### config.mk
export PLATFORM = sky130hd
export DESIGN_NAME = two_stacks_one_memory
export DESIGN_NICKNAME = d
export VERILOG_FILES = /design/src/tsom_pkg.sv /design/src/two_stacks_one_memory.sv
export SDC_FILE = /design/constraint.sdc
export NUM_CORES = 2
export LEC_CHECK = 0
export BUFFER_PORTS_ARGS = -buffer_cell sky130_fd_sc_hd__buf_2
export CAP_MARGIN = 25
export CELL_PAD_IN_SITES_DETAIL_PLACEMENT = 1
export CELL_PAD_IN_SITES_GLOBAL_PLACEMENT = 1
export CORE_MARGIN = 3
export CORE_UTILIZATION = 43
export CTS_BUF_LIST = sky130_fd_sc_hd__clkbuf_2
export DETAILED_ROUTE_END_ITERATION = 10
export GPL_ROUTABILITY_DRIVEN = 0
export PLACE_DENSITY_LB_ADDON = 0.1
export REMOVE_ABC_BUFFERS = 1
export SYNTH_ARGS = -nofsm -noshare
export SYNTH_HDL_FRONTEND = slang
export SYNTH_SLANG_ARGS = --single-unit
### constraint.sdc
create_clock -name clk_i -period 9.75 [get_ports clk_i]
set_input_delay 1.95 -clock clk_i [delete_from_list [all_inputs] [get_ports clk_i]]
set_output_delay 1.95 -clock clk_i [all_outputs]
set_load 0.01 [all_outputs]
### src/tsom_pkg.sv
// ----------------------------------------------------------------------------
// tsom_pkg
// Shared types and constants for the two-stacks-in-one-memory block.
// ----------------------------------------------------------------------------
package tsom_pkg;

  localparam int MAX_DEPTH_DEF = 64;
  localparam int WORD_BITS_DEF = 32;
  localparam int CAP_BITS      = 7;
  localparam int DATA_BITS     = 32;

  localparam logic [CAP_BITS-1:0] CAP_RESET = 7'd64;

  typedef enum logic [1:0] {
    CMD_PUSH_LO = 2'd0,
    CMD_PUSH_UP = 2'd1,
    CMD_POP_LO  = 2'd2,
    CMD_POP_UP  = 2'd3
  } cmd_e;

  typedef enum logic [1:0] {
    STATUS_DONE  = 2'd0,
    STATUS_FULL  = 2'd1,
    STATUS_EMPTY = 2'd2
  } status_e;

endpackage

### src/two_stacks_one_memory.sv
// ----------------------------------------------------------------------------
// two_stacks_one_memory
// Two LIFO stacks in one word memory: the lower stack grows up from address
// zero, the upper stack grows down from the top of the capacity in use.
//
//   channel  | direction | handshake             | payload
//   ---------+-----------+-----------------------+--------------------------
//   in       | input     | in_valid_i/in_ready_o | cmd_i, push_value_i
//   out      | output    | out_valid_o/out_ready_i | pop_value_o, status_o,
//            |           |                       | full_flag_o, lower_empty_o,
//            |           |                       | upper_empty_o
//   cfg      | input     | cfg_we_i              | cfg_data_i (capacity)
//
// One beat per cycle while results are taken; the result shows in the cycle
// after its input beat. Each beat does at most one memory access: a push
// writes, a pop reads through the registered read port that drives pop_value_o.
// The input stalls only while a result sits in the output register untaken.
// Reset clears both stack counts and sets capacity to 64; memory contents
// are not cleared (no word is popped before it was pushed).
// A capacity write empties both stacks.
// ----------------------------------------------------------------------------
module two_stacks_one_memory
  import tsom_pkg::*;
#(
  parameter int MAX_DEPTH = MAX_DEPTH_DEF,
  parameter int WORD_BITS = WORD_BITS_DEF
) (
  input  logic                        clk_i,
  input  logic                        rst_ni,
  input  logic                        cfg_we_i,
  input  logic [CAP_BITS-1:0]         cfg_data_i,
  input  logic                        in_valid_i,
  output logic                        in_ready_o,
  input  logic [1:0]                  cmd_i,
  input  logic signed [DATA_BITS-1:0] push_value_i,
  output logic                        out_valid_o,
  input  logic                        out_ready_i,
  output logic signed [DATA_BITS-1:0] pop_value_o,
  output logic [1:0]                  status_o,
  output logic                        full_flag_o,
  output logic                        lower_empty_o,
  output logic                        upper_empty_o
);

  localparam int AddrW = $clog2(MAX_DEPTH);
  localparam int CntW  = $clog2(MAX_DEPTH + 1);
  localparam int ExtW  = (CntW > CAP_BITS) ? CntW : CAP_BITS;

  logic [CAP_BITS-1:0]  cap_q;
  logic [CntW-1:0]      lower_q, lower_d;
  logic [CntW-1:0]      upper_q, upper_d;
  logic [CntW-1:0]      eff_cap;
  logic [CntW:0]        used_now, used_next;
  logic                 full_now;

  logic [WORD_BITS-1:0] mem_q [MAX_DEPTH];
  logic [WORD_BITS-1:0] rd_data_q;
  logic                 mem_we, mem_re;
  logic [AddrW-1:0]     mem_addr;
  logic [CntW-1:0]      up_addr;

  logic                 in_fire;
  status_e              status_d, status_q;
  logic                 from_mem_d, from_mem_q;
  logic                 ones_d, ones_q;
  logic                 out_valid_q;
  logic                 full_q, lower_empty_q, upper_empty_q;

  assign in_fire    = in_valid_i & in_ready_o;
  assign in_ready_o = ~out_valid_q | out_ready_i;

  always_comb begin
    if (cap_q == '0) begin
      eff_cap = CntW'(1);
    end else if (ExtW'(cap_q) > ExtW'(MAX_DEPTH)) begin
      eff_cap = CntW'(MAX_DEPTH);
    end else begin
      eff_cap = CntW'(cap_q);
    end
  end

  assign used_now = {1'b0, lower_q} + {1'b0, upper_q};
  assign full_now = used_now >= {1'b0, eff_cap};

  always_comb begin
    lower_d    = lower_q;
    upper_d    = upper_q;
    mem_we     = 1'b0;
    mem_re     = 1'b0;
    up_addr    = '0;
    mem_addr   = '0;
    status_d   = STATUS_DONE;
    from_mem_d = 1'b0;
    ones_d     = 1'b0;
    if (in_fire) begin
      case (cmd_e'(cmd_i))
        CMD_PUSH_LO: begin
          if (full_now) begin
            status_d = STATUS_FULL;
          end else begin
            mem_we   = 1'b1;
            mem_addr = lower_q[AddrW-1:0];
            lower_d  = lower_q + CntW'(1);
          end
        end
        CMD_PUSH_UP: begin
          if (full_now) begin
            status_d = STATUS_FULL;
          end else begin
            mem_we   = 1'b1;
            up_addr  = eff_cap - upper_q - CntW'(1);
            mem_addr = up_addr[AddrW-1:0];
            upper_d  = upper_q + CntW'(1);
          end
        end
        CMD_POP_LO: begin
          if (lower_q == '0) begin
            status_d = STATUS_EMPTY;
            ones_d   = 1'b1;
          end else begin
            lower_d    = lower_q - CntW'(1);
            mem_re     = 1'b1;
            mem_addr   = lower_d[AddrW-1:0];
            from_mem_d = 1'b1;
          end
        end
        CMD_POP_UP: begin
          if (upper_q == '0) begin
            status_d = STATUS_EMPTY;
            ones_d   = 1'b1;
          end else begin
            up_addr    = eff_cap - upper_q;
            mem_re     = 1'b1;
            mem_addr   = up_addr[AddrW-1:0];
            upper_d    = upper_q - CntW'(1);
            from_mem_d = 1'b1;
          end
        end
        default: begin
          status_d = STATUS_DONE;
        end
      endcase
    end
  end

  assign used_next = {1'b0, lower_d} + {1'b0, upper_d};

  always_ff @(posedge clk_i or negedge rst_ni) begin
    if (!rst_ni) begin
      cap_q       <= CAP_RESET;
      lower_q     <= '0;
      upper_q     <= '0;
      out_valid_q <= 1'b0;
    end else begin
      if (cfg_we_i) begin
        cap_q   <= cfg_data_i;
        lower_q <= '0;
        upper_q <= '0;
      end else begin
        lower_q <= lower_d;
        upper_q <= upper_d;
      end
      if (in_fire) begin
        out_valid_q <= 1'b1;
      end else if (out_ready_i) begin
        out_valid_q <= 1'b0;
      end
    end
  end

  always_ff @(posedge clk_i) begin
    if (in_fire) begin
      status_q      <= status_d;
      from_mem_q    <= from_mem_d;
      ones_q        <= ones_d;
      full_q        <= used_next >= {1'b0, eff_cap};
      lower_empty_q <= lower_d == '0;
      upper_empty_q <= upper_d == '0;
    end
  end

  always_ff @(posedge clk_i) begin
    if (mem_we) begin
      mem_q[mem_addr] <= WORD_BITS'($unsigned(push_value_i));
    end
    if (mem_re) begin
      rd_data_q <= mem_q[mem_addr];
    end
  end

  assign out_valid_o   = out_valid_q;
  assign pop_value_o   = from_mem_q ? DATA_BITS'(signed'(rd_data_q)) : (ones_q ? '1 : '0);
  assign status_o      = status_q;
  assign full_flag_o   = full_q;
  assign lower_empty_o = lower_empty_q;
  assign upper_empty_o = upper_empty_q;

  a_used_in_cap: assert property (@(posedge clk_i) disable iff (!rst_ni)
    used_now <= {1'b0, eff_cap})
    else $error("stack counts exceed capacity");

  a_pop_lo_count: assert property (@(posedge clk_i) disable iff (!rst_ni)
    in_fire && !cfg_we_i && (cmd_i == CMD_POP_LO) && (lower_q != '0)
    |=> lower_q == $past(lower_q) - CntW'(1))
    else $error("lower pop did not move the lower count");

  a_refused_push: assert property (@(posedge clk_i) disable iff (!rst_ni)
    in_fire && !cfg_we_i && full_now && ((cmd_i == CMD_PUSH_LO) || (cmd_i == CMD_PUSH_UP))
    |=> $stable(lower_q) && $stable(upper_q))
    else $error("refused push changed a count");

  a_empty_value: assert property (@(posedge clk_i) disable iff (!rst_ni)
    out_valid_q && (status_q == STATUS_EMPTY) |-> (pop_value_o == '1))
    else $error("empty pop did not return all ones");

  a_stall_blocks: assert property (@(posedge clk_i) disable iff (!rst_ni)
    out_valid_q && !out_ready_i |-> !in_fire)
    else $error("beat taken while result held");

endmodule

**Yosys cells after proc, flatten, opt, wreduce, memory -nomap -nowiden**

Memory sizes are Yosys's and may differ from the RTL's. A register that Yosys moved wholly into a read port is not among the register bits.
Cells that the tools add are included.

- Add/subtract/negate cells: 8
- $lt $le $gt $ge: 3
- Equality and inequality tests: 3
- Multiplexer cells: 38
- Bitwise gates (word level): 3
- Reductions and logical operators: 8

Operators with widths:

| cell | number |
|---|---|
| 7-bit 2-to-1 mux | 10 |
| 32-bit 2-to-1 mux | 2 |
| 7-bit zero test | 5 |
| 6-bit 2-to-1 mux | 5 |
| 7-bit one-hot mux with 2 select lines | 2 |
| 6-bit one-hot mux with 4 select lines | 1 |
| 7-bit by 7-bit adder with 8-bit output | 2 |
| 8-bit by 7-bit >= comparator with 1-bit output | 2 |
| 7-bit by 1-bit adder with 7-bit output (second input constant) | 2 |
| 7-bit by 1-bit subtractor with 7-bit output (second input constant) | 2 |
| 1-bit 2-to-1 mux | 13 |
| 7-bit > comparator (second input constant) | 1 |
| 2-bit one-hot mux with 3 select lines | 1 |
| 6-bit by 1-bit subtractor with 6-bit output (second input constant) | 1 |
| 6-bit subtractor | 1 |
| 2-bit equality test (second input constant) | 2 |
| 2-bit 2-to-1 mux | 2 |
| 1-bit one-hot mux with 2 select lines | 2 |
| 2-bit by 1-bit equality test with 1-bit output (second input constant) | 1 |
| 2-bit zero test | 1 |
| 2-bit nonzero test | 1 |
| 2-bit OR reduction | 1 |
| 1-bit AND | 1 |
| 1-bit inverter | 1 |
| 1-bit OR | 1 |

- Register bits after elaboration: 29
- RAM bits: 2,048
- Bits of input ports: 46
- Output and inout bits: 39
- Memories: 1

Memory list:

| memory | depth | width | rd ports | clocked after memory_dff | write ports | RTL line | source |
|---|---|---|---|---|---|---|---|
| mem_q | 64 | 32 | 1 | 1 | 1 | two_stacks_one_memory.sv:56 | `logic [WORD_BITS-1:0] mem_q [MAX_DEPTH];` |

**Depth between registers and ports, before layout**

- Depth in word-level cells: 9
- Gate-level depth with buffers: 29
- Gate-level depth less buffers: 28

**Worst setup path before layout**

No wires, ideal clock.

- Path type: register to register
- Start point: register lower_q[0]
- End point: memory mem_q[0][0] (netlist name), enable pin
- Data arrival time: 6.457 ns
- Data required time: 9.329 ns
- Setup slack: 2.872 ns
- Stages on the path, launching flop included: 25
- Buffers on the path: 6
- Cell sequence: dfrtp_1 > ha_1 > fa_1 > a21o_1 > a21oi_1 > o21bai_1 > a21oi_1 > xnor2_1 > ha_1 > o2111ai_1 > or2_2 > clkbuf_1 > nand3_1 > inv_2 > buf_2 > ha_1 > o221a_2 > a31o_2 > buf_2 > buf_2 > buf_2 > buf_2 > nor4_1 > nand3_1 > nor2_1

- Cells in the longest elaborated chain, start to end: 7

RTL lines:

| what | RTL line | source |
|---|---|---|
| start, declared | two_stacks_one_memory.sv:50 | `logic [CntW-1:0] lower_q, lower_d;` |
| start signal, assigned | two_stacks_one_memory.sv:160 | `lower_q <= lower_d;` |
| 7-bit by 7-bit adder with 8-bit output | two_stacks_one_memory.sv:82 | `assign used_now = {1'b0, lower_q} + {1'b0, upper_q};` |
| 8-bit by 7-bit >= comparator with 1-bit output | two_stacks_one_memory.sv:83 | `assign full_now = used_now >= {1'b0, eff_cap};` |
| 1-bit 2-to-1 mux | two_stacks_one_memory.sv:98, two_stacks_one_memory.sv:107 |  |
| 1-bit 2-to-1 mux | -- |  |
| 1-bit 2-to-1 mux | two_stacks_one_memory.sv:95 | `if (in_fire) begin` |
| 1-bit 2-to-1 mux | two_stacks_one_memory.sv:183 | `if (mem_we) begin` |
| 1-bit 2-to-1 mux (not written as such) | two_stacks_one_memory.sv:184 | `mem_q[mem_addr] <= WORD_BITS'($unsigned(push_value_i));` |
| end, declared | two_stacks_one_memory.sv:56 |  |

Several ways; a longest one is shown, not always the timed one.

**Worst setup path after layout**

- Start point: register lower_q[0]
- End point: memory mem_q[39][13] (netlist name), enable pin

Same word-level chain as after synthesis.

==> metrics.md <==
| Metric | Value |
|---|---|
| Placed cell area | 89320 um^2 |
| R2r worst-path depth | 21 |
| Peak supply drop | 0.08821 mV |
| Final WL | 314.5 mm |
| Critical Path RT | 11190 ps |
| Max-Cap Viols | 0 |
| Crit share post-route | 82.42% |
| First-pass GRT wire length | 442.3 mm |
| Post-synth EDFFs | 2086 |
| Setup ws final | 1714 ps |
| Critical-path maximum fanout | 38 |
| Synth-to-Final Area Change | 11.15% |
| Status | finished clean |
| Total number of H-tree levels | 6 |
| Post-CTS setup buffer count | 0 |
| CTS Sinks | 2108 |
| Worst hold stages | 3 |
| Initial antenna violation count | 17 |
| DP HPWL | 180.3 mm |
| Unrepaired setup endpoints after global routing | false |
| Pwr/cell area | 189.0 nW/um^2 |
| CTS Buf Count | 576 |
| CP max-delay cell | nor2_4 |
| Synth Warn # | 0 |
| Final setup TNS | 0 ps |
| Top delay family on crit path | simple AND/OR/NAND/NOR gates |
| Root buf cell | clkbuf_2 |
| Most common cell after layout, fill and taps aside | edfxtp_1 |
| CP bufs+invs | 4 |
| Yosys cell types | 91 |
| Avg Synthesized Cell Area | 14.17 um^2 |
| Gr ovfl total | 0 |
| Critical path's largest stage delay | 1000 ps |
| Final Cell Area | 94150 um^2 |
| Clock skew | 147.2 ps |
| Die height | 449.8 um |
| Share of cells above drive strength 1 | 19.68% |
| Synthesized instance count | 5976 |
| Most frequent cells in the layout | edfxtp_1 (2086), nand2_1 (1478), clkbuf_2 (834) |
| Average routed wire per standard cell | 33.23 um |
| Predominant post-synthesis flop cell | edfxtp_1 |
| Vias in the first global route | 57780 |
| CP Capture Type | register |
| DIE AREA | 202400 um^2 |
| Via-per-instance ratio | 6.062 |
| Initial cell density of the core | 43.35% |
| Hold Crit Class | in -> reg |
| DR pass1 iterations | 6 |
| Core Area | 195400 um^2 |
| Number of nets with antenna violations after routing | 0 |
| Hold_buf cts | 1 |
| Nets | 6564 |
| Num ports | 85 |
| Die X | 449.8 um |
| Launching point of the worst reg2reg path | lower_q[0]$_DFF_PN0_ |
| Total number of vias | 57390 |
| Number of port buffers | 84 |
| Worst-Margin Slew | 1257 ps |
| Capturing point of the worst reg2reg path | mem_q[39][13]$_DFFE_PP_ |
| Row cnt | 162 |
| Setup violators final | 0 |
| DRT iter0 DRCs | 7134 |
| Clk_lat worst skew | 1870 ps |
| CP Data Arrival Time | 9470 ps |
| Rel. slew slack | 16.19% |
| Hold EP | cap_q[6]$_DFFE_PN1P_ |
| Critical Path, Cell by Cell | ha_1 > fa_1 > a21o_1 > a21oi_1 > o21bai_1 > a21oi_1 > xnor2_1 > ha_1 > a211o_1 > a21oi_2 > nand3_1 > inv_2 > ha_1 > o221a_2 > a31oi_4 > buf_4 > nor4_2 > buf_4 > nand3_1 > nor2_4 > buf_4 |
| Tmin final | 8036 ps |
| Slew Limit Fails | 0 |
| Reg2Reg Setup Slack | 1710 ps |
| DRC Markers | 0 |
| Flops & latches, synth | 2108 |
| Post-synthesis sequential area ratio | 74.60% |
| Pre-CTS setup slack | 1909 ps |
| Clk slew on worst S/H paths | 90 ps |
| CTS tree | done |
| Critical path startpoint category | register |
| Crit Path Class | reg -> reg |
| LEAKAGE | 0.03240 uW |
| Post-Synthesis Cell Area | 84710 um^2 |
| Worst Hold Launch | cfg_data_i[6] |
| Fin util | 48.18% |
| Fin. Hold Viols | 0 |
| Largest net degree at the start of global routing | 133 |
| # resized after CTS | 0 |
| Total global-route track usage | 30.70% |
| Synth async-reset ratio | 1.044% |
| Fmax | 124.4 MHz |
| CTS Buffer Depth | 4 |
[worst max path at each step]
stage                          from                       to  slack, ps  depth (start not counted)
3_3_place_gp   lower_q[0]$_DFF_PN0_  mem_q[14][20]$_DFFE_PP_       1330                         20
6_report       lower_q[0]$_DFF_PN0_  mem_q[39][13]$_DFFE_PP_       1710                         21
4_1_cts        lower_q[0]$_DFF_PN0_  mem_q[63][18]$_DFFE_PP_       1860                         21
2_1_floorplan           out_ready_i   mem_q[14][0]$_DFFE_PP_     -15590                          7
3_5_place_dp   lower_q[0]$_DFF_PN0_  mem_q[63][22]$_DFFE_PP_       1910                         21
5_1_grt        lower_q[0]$_DFF_PN0_  mem_q[31][26]$_DFFE_PP_       1430                         21
[cells in the mapped netlist, types with 15 or more instances]
cell type / instances / area, um^2
a21oi_1: 258 / 1291
a221oi_1: 27 / 236.5
a22oi_1: 61 / 457.9
a311oi_1: 21 / 183.9
a31oi_1: 42 / 262.8
a32oi_1: 63 / 551.8
and3_1: 66 / 412.9
buf_1: 28 / 105.1
buf_2: 229 / 1146
buf_4: 23 / 172.7
buf_6: 16 / 180.2
clkbuf_1: 81 / 304.0
dfrtp_1: 21 / 525.5
edfxtp_1: 2086 / 62640
ha_1: 41 / 513.0
inv_1: 27 / 101.4
mux2i_1: 189 / 1892
mux4_2: 57 / 1284
nand2_1: 1482 / 5563
nand3_1: 556 / 2783
nand4_1: 76 / 475.5
nor2_1: 122 / 457.9
nor2b_1: 18 / 112.6
nor3_1: 26 / 130.1
o211ai_1: 15 / 112.6
o21ai_0: 54 / 270.3
o22ai_1: 21 / 131.4
o311ai_0: 25 / 219.0
xnor2_1: 18 / 157.7
[sequential cells by signal, indices dropped and copies added (netlist names)]
| register | cells |
|---|---|
| lower_q | 7 |
| lower_empty_o | 1 |
| out_valid_o | 1 |
| full_flag_o | 1 |
| status_o | 2 |
| rd_data_q | 32 |
| cap_q | 7 |
| mem_q | 2048 |
| upper_empty_o | 1 |
| from_mem_q | 1 |
| upper_q | 7 |
[metrics by stage]
step / hold WS, ps / power (uW) / std cells
final: 385.1 / 17790 / 9466
after CTS: 137.3 / 17920 / 9450
after floorplan: 481.3 / 11380 / 5599
after detailed placement: 511.8 / 11840 / 8516
after global placement: 517.9 / 11810 / 8497
after global routing: 201.8 / 18530 / 9461
[final cells by class]
type                    count  area (um^2)
inverters                  29        108.9
diodes                     13        32.53
flip-flops and latches   2108        63190
repair buffers            297         2610
multi-input cells        3462        20170
clock buffers             833         4169
fillers                 19910       101200
clock inverters           100        580.6
well taps                2624         3283
[cell families (layout without fill, tap and decap cells)]
logic type,Yosys count,in the layout,share of synthesized area [%]
other cells,0,13,0
compound gates,727,727,5.885
simple gates,2414,2414,12.32
xor+xnor,22,22,0.2275
mux,255,255,3.904
buf+inv,406,1259,2.381
flops,2108,2108,74.60
fa+ha+maj,44,44,0.6765
[per-layer routing]
| layer | GRT usage [%] | vias up | part of all wire [%] |
|---|---|---|---|
| met5 | 0 | - | 0.0067 |
| met4 | 10.70 | 4 | 3.4 |
| met3 | 6.130 | 543 | 9.3 |
| met2 | 47.45 | 3041 | 46 |
| met1 | 43.45 | 29930 | 41 |
| li1 | - | 23870 | - |
[where the power goes]
| part | total [uW] | internal [uW] | switching, uW |
|---|---|---|---|
| registers | 10000 | 9980 | 12.5 |
| logic | 1650 | 430 | 1220 |
| clock network | 6150 | 2430 | 3720 |
[worst reg2reg max path, stage by stage, from the launching register on]
cell      delay (ps)
dfrtp_1          490
ha_1             280
fa_1             400
a21o_1           200
a21oi_1          220
o21bai_1         100
a21oi_1          180
xnor2_1           80
ha_1             190
a211o_1          240
a21oi_2          340
nand3_1          300
inv_2            310
ha_1             230
o221a_2          250
a31oi_4           70
buf_4            360
nor4_2           800
buf_4            280
nand3_1          760
nor2_4          1010
buf_4            590
Power figures use the tool's default switching activity.
